[src/hw/rtl/gsse_pkg.sv]
`default_nettype none
// ----------------------------------------------------------------------------
// gsse_pkg
// Shared types and constants of the game pad serial shift emulator.
// ----------------------------------------------------------------------------
package gsse_pkg;

	localparam int unsigned FUNC_W    = 2;
	localparam int unsigned INDEX_W   = 4;
	localparam int unsigned VALUE_W   = 32;
	localparam int unsigned SENT_W    = 5;

	// Item kinds carried in the func field.
	localparam logic [FUNC_W-1:0] FUNC_UPDATE = 2'd0;
	localparam logic [FUNC_W-1:0] FUNC_LATCH  = 2'd1;
	localparam logic [FUNC_W-1:0] FUNC_CLOCK  = 2'd2;

	localparam logic [VALUE_W-1:0] THRESHOLD_RESET = 32'h7FFF_FFFF;

	typedef struct packed {
		logic [FUNC_W-1:0]  func;
		logic [INDEX_W-1:0] button_index;
		logic [VALUE_W-1:0] button_value;
		logic               latch_level;
	} item_t;

	// One item leaving the input register towards the state logic.
	typedef struct packed {
		logic  fire;
		item_t item;
	} step_t;

endpackage : gsse_pkg
`default_nettype wire

[src/hw/rtl/gsse_if.sv]
`default_nettype none
// ----------------------------------------------------------------------------
// gsse_if
// Valid/ready channels for input items and result items.
// ----------------------------------------------------------------------------
interface gsse_in_if;
	logic                          valid;
	logic                          ready;
	logic [gsse_pkg::FUNC_W-1:0]   func;
	logic [gsse_pkg::INDEX_W-1:0]  button_index;
	logic [gsse_pkg::VALUE_W-1:0]  button_value;
	logic                          latch_level;

	modport source (output valid, func, button_index, button_value, latch_level,
		input ready);
	modport sink (input valid, func, button_index, button_value, latch_level,
		output ready);
endinterface : gsse_in_if

interface gsse_out_if;
	logic                          valid;
	logic                          ready;
	logic                          data_out;
	logic [gsse_pkg::SENT_W-1:0]   bits_sent;

	modport source (output valid, data_out, bits_sent, input ready);
	modport sink (input valid, data_out, bits_sent, output ready);
endinterface : gsse_out_if
`default_nettype wire

[src/hw/rtl/gsse_button_bank.sv]
`default_nettype none
// ----------------------------------------------------------------------------
// gsse_button_bank
// Button level store, threshold register and the compare bank that turns
// the levels into one released bit per button.
// ----------------------------------------------------------------------------
module gsse_button_bank #(
	parameter int unsigned BUTTON_COUNT = 16
) (
	input  wire logic                           clk,
	input  wire logic                           arst_n,
	input  wire logic                           cfg_wr_en,
	input  wire logic [gsse_pkg::VALUE_W-1:0]   cfg_wr_data,
	input  wire gsse_pkg::step_t                step,
	output      logic [BUTTON_COUNT-1:0]        released
);

	logic [gsse_pkg::VALUE_W-1:0] threshold_q;
	logic [gsse_pkg::VALUE_W-1:0] values_q [BUTTON_COUNT];
	logic                         update;

	assign update = step.fire && (step.item.func == gsse_pkg::FUNC_UPDATE);

	always_ff @(posedge clk or negedge arst_n) begin
		if (!arst_n) begin
			threshold_q <= gsse_pkg::THRESHOLD_RESET;
		end else if (cfg_wr_en) begin
			threshold_q <= cfg_wr_data;
		end
	end

	// Each entry decodes its own write; indexes beyond the bank match nothing.
	for (genvar i = 0; i < BUTTON_COUNT; i++) begin : g_entry
		always_ff @(posedge clk or negedge arst_n) begin
			if (!arst_n) begin
				values_q[i] <= '0;
			end else if (update && (32'(step.item.button_index) == i)) begin
				values_q[i] <= step.item.button_value;
			end
		end

		assign released[i] = (values_q[i] <= threshold_q);
	end

endmodule : gsse_button_bank
`default_nettype wire

[src/hw/rtl/gsse_shifter.sv]
`default_nettype none
// ----------------------------------------------------------------------------
// gsse_shifter
// Latch edge tracking, captured frame and serial bit position.
// ----------------------------------------------------------------------------
module gsse_shifter #(
	parameter int unsigned BUTTON_COUNT = 16
) (
	input  wire logic                             clk,
	input  wire logic                             arst_n,
	input  wire gsse_pkg::step_t                  step,
	input  wire logic [BUTTON_COUNT-1:0]          released,
	output      logic                             data_d,
	output      logic [$clog2(BUTTON_COUNT+1)-1:0] pos_d
);

	localparam int unsigned POS_W = $clog2(BUTTON_COUNT + 1);
	localparam int unsigned SEL_W = $clog2(BUTTON_COUNT);

	logic [BUTTON_COUNT-1:0] captured_q, captured_d;
	logic [POS_W-1:0]        pos_q;
	logic                    known_q, known_d;
	logic                    tracked_q, tracked_d;
	logic                    data_q;
	logic                    bit_left;

	assign bit_left = (32'(pos_q) < BUTTON_COUNT);

	always_comb begin
		captured_d = captured_q;
		pos_d      = pos_q;
		known_d    = known_q;
		tracked_d  = tracked_q;
		data_d     = data_q;
		if (step.fire) begin
			unique case (step.item.func)
				gsse_pkg::FUNC_UPDATE: begin
				end
				gsse_pkg::FUNC_LATCH: begin
					known_d   = 1'b1;
					tracked_d = known_q ? !tracked_q : step.item.latch_level;
					if (tracked_d) begin
						captured_d = released;
						pos_d      = '0;
					end else if (bit_left) begin
						data_d = captured_q[pos_q[SEL_W-1:0]];
						pos_d  = POS_W'(pos_q + 1'b1);
					end else begin
						data_d = 1'b0;
					end
				end
				gsse_pkg::FUNC_CLOCK: begin
					if (bit_left) begin
						data_d = captured_q[pos_q[SEL_W-1:0]];
						pos_d  = POS_W'(pos_q + 1'b1);
					end else begin
						data_d = 1'b0;
					end
				end
				default: begin
				end
			endcase
		end
	end

	always_ff @(posedge clk or negedge arst_n) begin
		if (!arst_n) begin
			captured_q <= '0;
			pos_q      <= POS_W'(BUTTON_COUNT);
			known_q    <= 1'b0;
			tracked_q  <= 1'b0;
			data_q     <= 1'b0;
		end else begin
			captured_q <= captured_d;
			pos_q      <= pos_d;
			known_q    <= known_d;
			tracked_q  <= tracked_d;
			data_q     <= data_d;
		end
	end

endmodule : gsse_shifter
`default_nettype wire

[src/hw/rtl/gamepad_serial_shift_emulator_top.sv]
`default_nettype none
// ----------------------------------------------------------------------------
// gamepad_serial_shift_emulator_top
// Console-side model of a game pad's parallel-in serial-out button register.
// ----------------------------------------------------------------------------
// The block takes one item per clock cycle while the result channel is not
// stalled, and returns exactly one result beat for each item. An item
// travels through two registers: the input register, and then the result
// register, which it enters in the same cycle as the button store and the
// frame state are updated. The result beat is presented once its item has
// passed both registers. Each item makes a single state update: the compare
// bank of BUTTON_COUNT threshold comparators (for a rising latch edge) or the
// one-bit shift selection (for a falling latch or clock edge) sits between
// the input register and the result register. A stall on the result side
// holds the input register, and the input channel drops ready only when both
// registers are full and the result beat is not taken in that cycle. The
// threshold register may be written at any time the block is idle and takes
// effect for the next latch capture.
// ----------------------------------------------------------------------------
module gamepad_serial_shift_emulator_top #(
	parameter int unsigned BUTTON_COUNT = 16
) (
	input  wire logic                         clk,
	input  wire logic                         arst_n,
	input  wire logic                         cfg_wr_en,
	input  wire logic [gsse_pkg::VALUE_W-1:0] cfg_wr_data,
	gsse_in_if.sink                           item,
	gsse_out_if.source                        result
);

	localparam int unsigned POS_W = $clog2(BUTTON_COUNT + 1);

	// Input register stage.
	logic              v_s1;
	gsse_pkg::item_t   item_s1;

	// Result register.
	logic                         res_v_q;
	logic                         res_data_q;
	logic [gsse_pkg::SENT_W-1:0]  res_sent_q;

	logic                    advance;
	gsse_pkg::step_t         step;
	logic [BUTTON_COUNT-1:0] released;
	logic                    data_d;
	logic [POS_W-1:0]        pos_d;

	// The stage moves on when the result register is empty or is being
	// drained in this cycle; the input side also takes an item when empty.
	assign advance    = !res_v_q || result.ready;
	assign item.ready = !v_s1 || advance;

	assign step.fire = v_s1 && advance;
	assign step.item = item_s1;

	always_ff @(posedge clk or negedge arst_n) begin
		if (!arst_n) begin
			v_s1 <= 1'b0;
		end else if (item.ready) begin
			v_s1 <= item.valid;
		end
	end

	always_ff @(posedge clk) begin
		if (item.ready && item.valid) begin
			item_s1.func         <= item.func;
			item_s1.button_index <= item.button_index;
			item_s1.button_value <= item.button_value;
			item_s1.latch_level  <= item.latch_level;
		end
	end

	gsse_button_bank #(
		.BUTTON_COUNT (BUTTON_COUNT)
	) u_bank (
		.clk         (clk),
		.arst_n      (arst_n),
		.cfg_wr_en   (cfg_wr_en),
		.cfg_wr_data (cfg_wr_data),
		.step        (step),
		.released    (released)
	);

	gsse_shifter #(
		.BUTTON_COUNT (BUTTON_COUNT)
	) u_shifter (
		.clk      (clk),
		.arst_n   (arst_n),
		.step     (step),
		.released (released),
		.data_d   (data_d),
		.pos_d    (pos_d)
	);

	// The result beat carries the pin level and bit count after the item.
	always_ff @(posedge clk or negedge arst_n) begin
		if (!arst_n) begin
			res_v_q <= 1'b0;
		end else if (step.fire) begin
			res_v_q <= 1'b1;
		end else if (result.ready) begin
			res_v_q <= 1'b0;
		end
	end

	always_ff @(posedge clk) begin
		if (step.fire) begin
			res_data_q <= data_d;
			res_sent_q <= gsse_pkg::SENT_W'(pos_d);
		end
	end

	assign result.valid     = res_v_q;
	assign result.data_out  = res_data_q;
	assign result.bits_sent = res_sent_q;

endmodule : gamepad_serial_shift_emulator_top
`default_nettype wire
[src/flat_wrapper.sv]
// flat-port wrapper written by rule: the top's interface ports become plain ports
module gamepad_serial_shift_emulator_top_flat 
#(
	parameter int unsigned BUTTON_COUNT = 16
)
  (clk, arst_n, cfg_wr_en, cfg_wr_data, item_valid, item_func, item_button_index, item_button_value, item_latch_level, item_ready, result_valid, result_data_out, result_bits_sent, result_ready);
  gsse_in_if item_i ();
  gsse_out_if result_i ();
  input  wire logic clk;
  input  wire logic arst_n;
  input  wire logic cfg_wr_en;
  input  wire logic [gsse_pkg::VALUE_W-1:0] cfg_wr_data;
  input wire logic [$bits(item_i.valid)-1:0] item_valid;
  input wire logic [$bits(item_i.func)-1:0] item_func;
  input wire logic [$bits(item_i.button_index)-1:0] item_button_index;
  input wire logic [$bits(item_i.button_value)-1:0] item_button_value;
  input wire logic [$bits(item_i.latch_level)-1:0] item_latch_level;
  output wire logic [$bits(item_i.ready)-1:0] item_ready;
  output wire logic [$bits(result_i.valid)-1:0] result_valid;
  output wire logic [$bits(result_i.data_out)-1:0] result_data_out;
  output wire logic [$bits(result_i.bits_sent)-1:0] result_bits_sent;
  input wire logic [$bits(result_i.ready)-1:0] result_ready;
  assign item_i.valid = item_valid;
  assign item_i.func = item_func;
  assign item_i.button_index = item_button_index;
  assign item_i.button_value = item_button_value;
  assign item_i.latch_level = item_latch_level;
  assign item_ready = item_i.ready;
  assign result_valid = result_i.valid;
  assign result_data_out = result_i.data_out;
  assign result_bits_sent = result_i.bits_sent;
  assign result_i.ready = result_ready;
  gamepad_serial_shift_emulator_top #(.BUTTON_COUNT(BUTTON_COUNT)) u_core (.clk(clk), .arst_n(arst_n), .cfg_wr_en(cfg_wr_en), .cfg_wr_data(cfg_wr_data), .item(item_i), .result(result_i));
endmodule
[config.mk]
export PLATFORM = sky130hd
export DESIGN_NAME = gamepad_serial_shift_emulator_top_flat
export DESIGN_NICKNAME = d
export VERILOG_FILES = /design/src/hw/rtl/gsse_pkg.sv /design/src/hw/rtl/gsse_if.sv /design/src/hw/rtl/gsse_button_bank.sv /design/src/hw/rtl/gsse_shifter.sv /design/src/hw/rtl/gamepad_serial_shift_emulator_top.sv /design/src/flat_wrapper.sv
export SDC_FILE = /design/constraint.sdc
export NUM_CORES = 1
export LEC_CHECK = 0
export ABC_AREA = 1
export BUFFER_PORTS_ARGS = -buffer_cell sky130_fd_sc_hd__buf_4
export CORE_ASPECT_RATIO = 0.9
export CORE_UTILIZATION = 68
export CTS_CLUSTER_SIZE = 16
export DETAILED_ROUTE_END_ITERATION = 12
export PLACE_DENSITY = 0.92
export SLEW_MARGIN = 20
export SYNTH_ARGS = -nofsm -noshare
export SYNTH_HDL_FRONTEND = slang
export SYNTH_SLANG_ARGS = --single-unit
[constraint.sdc]
create_clock -name clk -period 5.2 [get_ports clk]
set_input_delay 1.3 -clock clk [delete_from_list [all_inputs] [get_ports clk]]
set_output_delay 1.3 -clock clk [all_outputs]
set_load 0.005 [all_outputs]
==> flow_summary.toml, run 1 <==
[logic_synthesis]
synth_enable_flop_cells = 45
synthesis.nets = 4397
yosys.area.top_type = "sky130_fd_sc_hd__dfrtp_1"
avgSynthCellArea_um2 = 8.91
synth_area_um2 = 33900
postSynthRegisterBits = 615
seq_total_area_yosys = 0.462
synth_ff_type = "sky130_fd_sc_hd__dfrtp_1"
yosysWarnings = 0
yosysMostFrequentCell = "sky130_fd_sc_hd__nand2_1"
async_flop_share = 0.927
synth_common_cells = "sky130_fd_sc_hd__nand2_1 (698), sky130_fd_sc_hd__a21oi_1 (695), sky130_fd_sc_hd__nor2_1 (614)"
synthCells = 3805
yosysTopAreaCellShare = 0.397
largest_cells_by_area_after_synthesis = "sky130_fd_sc_hd__dfrtp_1 (40%), sky130_fd_sc_hd__ha_1 (19%), sky130_fd_sc_hd__a21oi_1 (10%)"
synth_cell_type_count = 32

[timing]
worst_slack_ns = 1.84
finalWorstPathRequiredPeriod_ns = 3.36
timing_max_transition_violations_final = 0
max_clock_freq_ghz = 0.298
number_of_hold_slack_violations_in_the_final_timing_report = 0
hold_slack_ns = 0.474
relSlewSlack = 0.190
setup_repair_after_global_routing_missed_its_margin = "no"
setup_viol_count_final = 0
fin_crit_share = 0.646
total_negative_setup_slacks_ns = 0
skew_ns = 0.0236
worstMarginPinSlew_ns = 1.21

[critical_path]
critical_path.most_common_cell = "sky130_fd_sc_hd__a21oi_1"
worst_path_max_delay_cell = "sky130_fd_sc_hd__clkinv_1"
timing.critical_path.cells = "buf_4 -> inv_1 -> a21oi_4 -> nand2_1 -> nor2_2 -> clkinv_1 -> a21oi_1 -> a21oi_1"
cp.required_ns = 5.69
cp_data_arrival_time_ns = 3.84
start_kind = "primary input"
critPathMaxFanout = 17
critPathMaxStageDelay_ns = 0.76
path_class = "primary input to flop"
worst_setup_path_end_kind = "flop"

[status]
run_status = "finished, final reports clean"

[clock_network]
numCtsBuffers = 66
clock_path_buffers = 3
clock_latency_ns = 0.62
clkSinkCount = 615
cts_repair_resize_count = 0
cts.repair_timing.setup_buffer_count = 0
worst_setup_hold_path_clk_slew_ns = 0.06
htree_num_levels = 3
cts_tree = "built"
cell_at_the_root_of_the_clock_tree = "sky130_fd_sc_hd__clkbuf_16"
cts.hold.buffers_added = 0

[place]
numPlacedInstances = 4399
io_buffer_count = 83
finalWeightedCongestion = 0.897
placement.setup.worst_slack_ns = 1.41
hpwl_um = 55900

[grt]
track_usage = 0.367
largest_net_degree_at_the_start_of_global_routing = 99
grt.overflow.total = 0
antenna_found_initial = 0
grt_pass1_vias = 28500
grt_pass1_wl_um = 145000

[final_layout]
share_of_cells_above_drive_strength_1 = 0.0667
final-seq-area_um2 = 15700
multi_input_comb_area_um2 = 16800
fillers = 2955
fin_nets = 4427
layoutNonFillerInstCount = 4516
synthToLayoutAreaGrowth_pct = 9.33

[detailed_routing]
met2_length_um = 42100
post-route-drc-count = 0
wl_met3_um = 9080
via_count = 28400
firstDrtPassIters = 8
vias_per_inst = 6.28
dr.first_iter.drc_count = 3386
final_wirelength_um = 92400
routed_wire_per_std_cell_um = 20.5
drt-met1-wl_um = 35200
final_antenna_net_count = 0
maxUsedRoutingLayer = "met4"

[die]
top_level_ports = 84
core_region_area_um2 = 49100
floorplan.initialDensity = 0.690
fp.dieH_um = 214
floorplan.rows = 77
die_width_um = 237
floorplan.die_area_um2 = 50700

[pwr]
max-vdd-ir-drop_mv = 0.418
internal_power_mw = 10.4
power.share.switching = 0.347
clock_power_share = 0.294
switchingPower_mw = 5.52
power.density_cell_area_nw_per_um2 = 430
combPwrFrac = 0.291
power.share.sequential = 0.415
cellLeakagePower_nw = 19.1

[worst_hold_path]
worstHoldPathType = "flop to flop"

[flow_run]
number_of_max_cap_violations = 0
## final timing paths
check	from	endpoint	slack, ns	cells past startpoint
min in group asynchronous	arst_n	u_core.u_bank.values_q[416]$_DFFE_PN0P_	0.76	1
worst max-delay path	result_ready	u_core.u_shifter.captured_q[13]$_DFFE_PN0P_	1.84	8
worst min register to register	u_core.u_shifter.known_q$_DFFE_PN0P_	u_core.u_shifter.known_q$_DFFE_PN0P_	0.47	2
worst max register to register	u_core.result.valid$_DFFE_PN0P_	u_core.u_shifter.captured_q[13]$_DFFE_PN0P_	2.23	6
worst min-delay path	u_core.u_shifter.known_q$_DFFE_PN0P_	u_core.u_shifter.known_q$_DFFE_PN0P_	0.47	2
max in group asynchronous	arst_n	u_core.u_bank.threshold_q[1]$_DFFE_PN1P_	3.37	2
## critical path: cells and delay by family
family | cells | cell delay [ns]
AOI/OAI and AO/OA | 3 | 0.80
and+or+nand+nor | 2 | 0.83
buffers and inverters | 3 | 0.91
## flip-flops by register name (all words and copies together), names as in the netlist
name / count
u_core.u_bank.values_q: 512
u_core.item_s1: 39
u_core.u_bank.threshold_q: 32
u_core.u_shifter.captured_q: 16
u_core.result.bits_sent: 5
u_core.u_shifter.pos_q: 5
u_core.result.data_out: 1
u_core.result.valid: 1
u_core.u_shifter.data_q: 1
u_core.u_shifter.known_q: 1
u_core.u_shifter.tracked_q: 1
u_core.v_s1: 1
## logic make-up after synthesis
logic type	synth area share
and+or+nand+nor	0.168
AOI/OAI and AO/OA	0.138
DFF	0.462
adders and majority gates	0.191
buffers and inverters	0.0419
muxes	0.000332
## power by group through the flow
stage | sequential [mW] | clock, mW | combinational (mW)
floorplan | 6.39 | 0 | 3.21
global placement | 6.56 | 0 | 4.00
detailed placement | 6.61 | 0 | 4.32
CTS | 6.56 | 4.67 | 4.53
global route | 6.68 | 4.85 | 5.25
finish | 6.61 | 4.69 | 4.64
## metal layers
layer  vias up  GRT usage
met5         -          0
met4         0      0.248
met3       469     0.0799
met2      1634      0.580
met1     13400      0.458
li1      12900          -
## layout by cell type (no fill, tap or decap), types with 3 or more instances in the layout
master,n
sky130_fd_sc_hd__dfrtp_1,538
sky130_fd_sc_hd__clkbuf_8,12
sky130_fd_sc_hd__nor4_4,6
sky130_fd_sc_hd__inv_1,210
sky130_fd_sc_hd__clkinv_2,13
sky130_fd_sc_hd__o21ai_0,153
sky130_fd_sc_hd__ha_1,516
sky130_fd_sc_hd__buf_4,97
sky130_fd_sc_hd__nor3_1,4
sky130_fd_sc_hd__a21o_1,18
sky130_fd_sc_hd__nor2_4,6
sky130_fd_sc_hd__dfstp_2,32
sky130_fd_sc_hd__nand3_1,33
sky130_fd_sc_hd__o21a_1,32
sky130_fd_sc_hd__nor2_1,614
sky130_fd_sc_hd__nand2_1,696
sky130_fd_sc_hd__clkbuf_1,16
sky130_fd_sc_hd__edfxtp_1,45
sky130_fd_sc_hd__a21oi_1,695
sky130_fd_sc_hd__nand4_1,33
sky130_fd_sc_hd__clkbuf_16,69
sky130_fd_sc_hd__buf_12,6
sky130_fd_sc_hd__nor3b_1,15
sky130_fd_sc_hd__nand2_4,3
## layout make-up
class | instances | share of cell area
antenna | 1 | 0.0000675
clock buffer | 97 | 0.0527
clock inverter | 19 | 0.00425
inverter | 213 | 0.0216
multi-input combinational | 2835 | 0.454
sequential | 615 | 0.423
tap | 632 | 0.0213
timing repair buffer | 104 | 0.0233
## metrics by stage
stage           util  power, mW  instance area, um^2
3_3_place_gp   0.710       10.6                34900
6_report       0.754       15.9                37100
3_5_place_dp   0.711       10.9                34900
4_1_cts        0.754       15.8                37000
5_1_grt        0.754       16.8                37000
2_1_floorplan      -       9.60                33900
Note: power is estimated with default switching activity, not from simulation.
==> inputs of run 2 (changes only) <==
--- a/config.mk
+++ b/config.mk
@@ -8,10 +8,10 @@
 export ABC_AREA = 1
 export BUFFER_PORTS_ARGS = -buffer_cell sky130_fd_sc_hd__buf_4
 export CORE_ASPECT_RATIO = 0.9
-export CORE_UTILIZATION = 68
+export CORE_UTILIZATION = 57
 export CTS_CLUSTER_SIZE = 16
 export DETAILED_ROUTE_END_ITERATION = 12
-export PLACE_DENSITY = 0.92
+export PLACE_DENSITY = 0.83
 export SLEW_MARGIN = 20
 export SYNTH_ARGS = -nofsm -noshare
 export SYNTH_HDL_FRONTEND = slang
==> constraint.sdc (replaced) <==
create_clock -name clk -period 3 [get_ports clk]
set_input_delay 0.75 -clock clk [delete_from_list [all_inputs] [get_ports clk]]
set_output_delay 0.75 -clock clk [all_outputs]
set_load 0.005 [all_outputs]
==> flow_summary.toml, run 2 (same netlist as run 1, synthesis figures left out) <==
[timing]
skew_ns = 0.0291
hold_slack_ns = 0.0935
number_of_hold_slack_violations_in_the_final_timing_report = 0
total_negative_setup_slacks_ns = 0
finalWorstPathRequiredPeriod_ns = 2.57
setup_repair_after_global_routing_missed_its_margin = "no"
timing_max_transition_violations_final = 0
fin_crit_share = 0.857
max_clock_freq_ghz = 0.389
worstMarginPinSlew_ns = 1.11
setup_viol_count_final = 0
relSlewSlack = 0.263

[clock_network]
cts_tree = "built"
clock_path_buffers = 3
cts.hold.buffers_added = 0
worst_setup_hold_path_clk_slew_ns = 0.06
cts.repair_timing.setup_buffer_count = 0
clkSinkCount = 615
numCtsBuffers = 68
cts_repair_resize_count = 0
cell_at_the_root_of_the_clock_tree = "sky130_fd_sc_hd__clkbuf_16"
clock_latency_ns = 0.62
htree_num_levels = 3

[detailed_routing]
final_antenna_net_count = 0
post-route-drc-count = 0
drt-met1-wl_um = 38800
dr.first_iter.drc_count = 2811
vias_per_inst = 5.88
maxUsedRoutingLayer = "met4"
wl_met3_um = 8580
final_wirelength_um = 91400
met2_length_um = 40800
routed_wire_per_std_cell_um = 19.4
firstDrtPassIters = 5
via_count = 27700

[critical_path]
start_kind = "flop"
worst_setup_path_end_kind = "flop"
reg2reg_slack_ns = 0.43
reg2reg_from = "u_core.u_bank.threshold_q[15]$_DFFE_PN1P_"
path_class = "flop to flop"
timing.rr.end = "u_core.u_shifter.captured_q[6]$_DFFE_PN0P_"
path_depth_of_the_worst_reg2reg_path = 10
cp.required_ns = 3.53
critPathMaxFanout = 14
cp_data_arrival_time_ns = 3.10

[pwr]
max-vdd-ir-drop_mv = 0.587
design_power_total_mw = 27.6
cellLeakagePower_nw = 19.5
power.density_cell_area_nw_per_um2 = 728

[die]
floorplan.rows = 84
fp.dieH_um = 233
core_region_area_um2 = 58500
top_level_ports = 84
floorplan.initialDensity = 0.579
floorplan.die_area_um2 = 60400
die_width_um = 259

[final_layout]
regMostFlops = "u_core.u_bank.values_q"
synthToLayoutAreaGrowth_pct = 11.8
largest_regs = "u_core.u_bank.values_q (512), u_core.item_s1 (39), u_core.u_bank.threshold_q (32)"
fillers = 4483
largest_reg_flops = 512
mostFrequentLayoutCells = "sky130_fd_sc_hd__nand2_1 (696), sky130_fd_sc_hd__a21oi_1 (695), sky130_fd_sc_hd__nor2_1 (614), sky130_fd_sc_hd__dfrtp_1 (538), sky130_fd_sc_hd__ha_1 (516)"
most_frequent_standard_cell_in_the_layout_excluding_fill_and_tap_cells = "sky130_fd_sc_hd__nand2_1"
layoutNonFillerInstCount = 4716
fin_nets = 4484
antenna_cells_inserted = 0
post-route-cell-area_um2 = 37900
share_of_cells_above_drive_strength_1 = 0.0786

[place]
io_buffer_count = 83
placement.cell_area_um2 = 35700
numPlacedInstances = 4596
hpwl_um = 61300
finalWeightedCongestion = 0.911

[grt]
largest_net_degree_at_the_start_of_global_routing = 82
grt.overflow.total = 0
track_usage = 0.308
grt_pass1_vias = 27000
grt_pass1_wl_um = 144000
antenna_found_initial = 0

[worst_hold_path]
worstHoldPathType = "primary input to async pin"

[status]
run_status = "finished, final reports clean"

[flow_run]
number_of_max_cap_violations = 0
run 2: cell count changes in the layout (fill, tap and decap cells not counted), sizes merged:
| cell | before | now |
|---|---|---|
| buf | 104 | 159 |
| bufinv | 2 | 3 |
| clkbuf | 97 | 105 |
| clkinv | 15 | 12 |
| clkinvlp | 2 | 0 |
| diode | 1 | 0 |
run 2: power by group:
part | internal [mW] | switching, mW | total, mW
Combinational | 3.17 | 4.75 | 7.91
Clock | 4.84 | 3.42 | 8.26
Sequential | 10.2 | 1.19 | 11.4
Total | 18.2 | 9.36 | 27.6
run 2: worst max-delay path, stage by stage, from the launching register on:
cell and delay [ns]:
sky130_fd_sc_hd__dfstp_2 0.52, sky130_fd_sc_hd__inv_1 0.30, sky130_fd_sc_hd__buf_4 0.30, sky130_fd_sc_hd__ha_1 0.33
sky130_fd_sc_hd__a21oi_1 0.17, sky130_fd_sc_hd__o21ai_0 0.12, sky130_fd_sc_hd__a21oi_1 0.41, sky130_fd_sc_hd__nand2_1 0.10
sky130_fd_sc_hd__nand2_1 0.07, sky130_fd_sc_hd__nand2_1 0.05, sky130_fd_sc_hd__a21oi_1 0.12
run 2: worst max path at each step:
stage	start	to	slack, ns	cells past startpoint
floorplan	result_ready	u_core.u_shifter.captured_q[10]$_DFFE_PN0P_	0.82	8
global placement	u_core.u_bank.threshold_q[9]$_DFFE_PN1P_	u_core.u_shifter.captured_q[1]$_DFFE_PN0P_	0.61	11
detailed placement	u_core.u_bank.threshold_q[27]$_DFFE_PN1P_	u_core.u_shifter.captured_q[6]$_DFFE_PN0P_	0.56	8
CTS	u_core.u_bank.threshold_q[14]$_DFFE_PN1P_	u_core.u_shifter.captured_q[1]$_DFFE_PN0P_	0.52	8
global route	u_core.u_bank.threshold_q[15]$_DFFE_PN1P_	u_core.u_shifter.captured_q[6]$_DFFE_PN0P_	0.30	10
finish	u_core.u_bank.threshold_q[15]$_DFFE_PN1P_	u_core.u_shifter.captured_q[6]$_DFFE_PN0P_	0.43	10
run 2: layout make-up:
cell class,count,area [um^2],area share
flip-flops and latches,615,15700,0.413
repair buffers,159,1480,0.0390
well taps,774,968,0.0256
inverters,213,800,0.0211
clock buffers,105,2000,0.0529
clock inverters,15,155,0.00410
multi-input cells,2835,16800,0.444
run 2: metal layers:
metal / up-vias / track usage
met5: - / 0
met1: 13300 / 0.431
li1: 13000 / -
met4: 0 / 0.129
met2: 1164 / 0.472
met3: 220 / 0.0532
run 2: per-stage QoR:
step / setup slack, ns / utilization
finish: 0.428 / 0.647
global route: 0.298 / 0.647
CTS: 0.522 / 0.647
detailed placement: 0.558 / 0.610
global placement: 0.612 / 0.610
floorplan: 0.817 / -
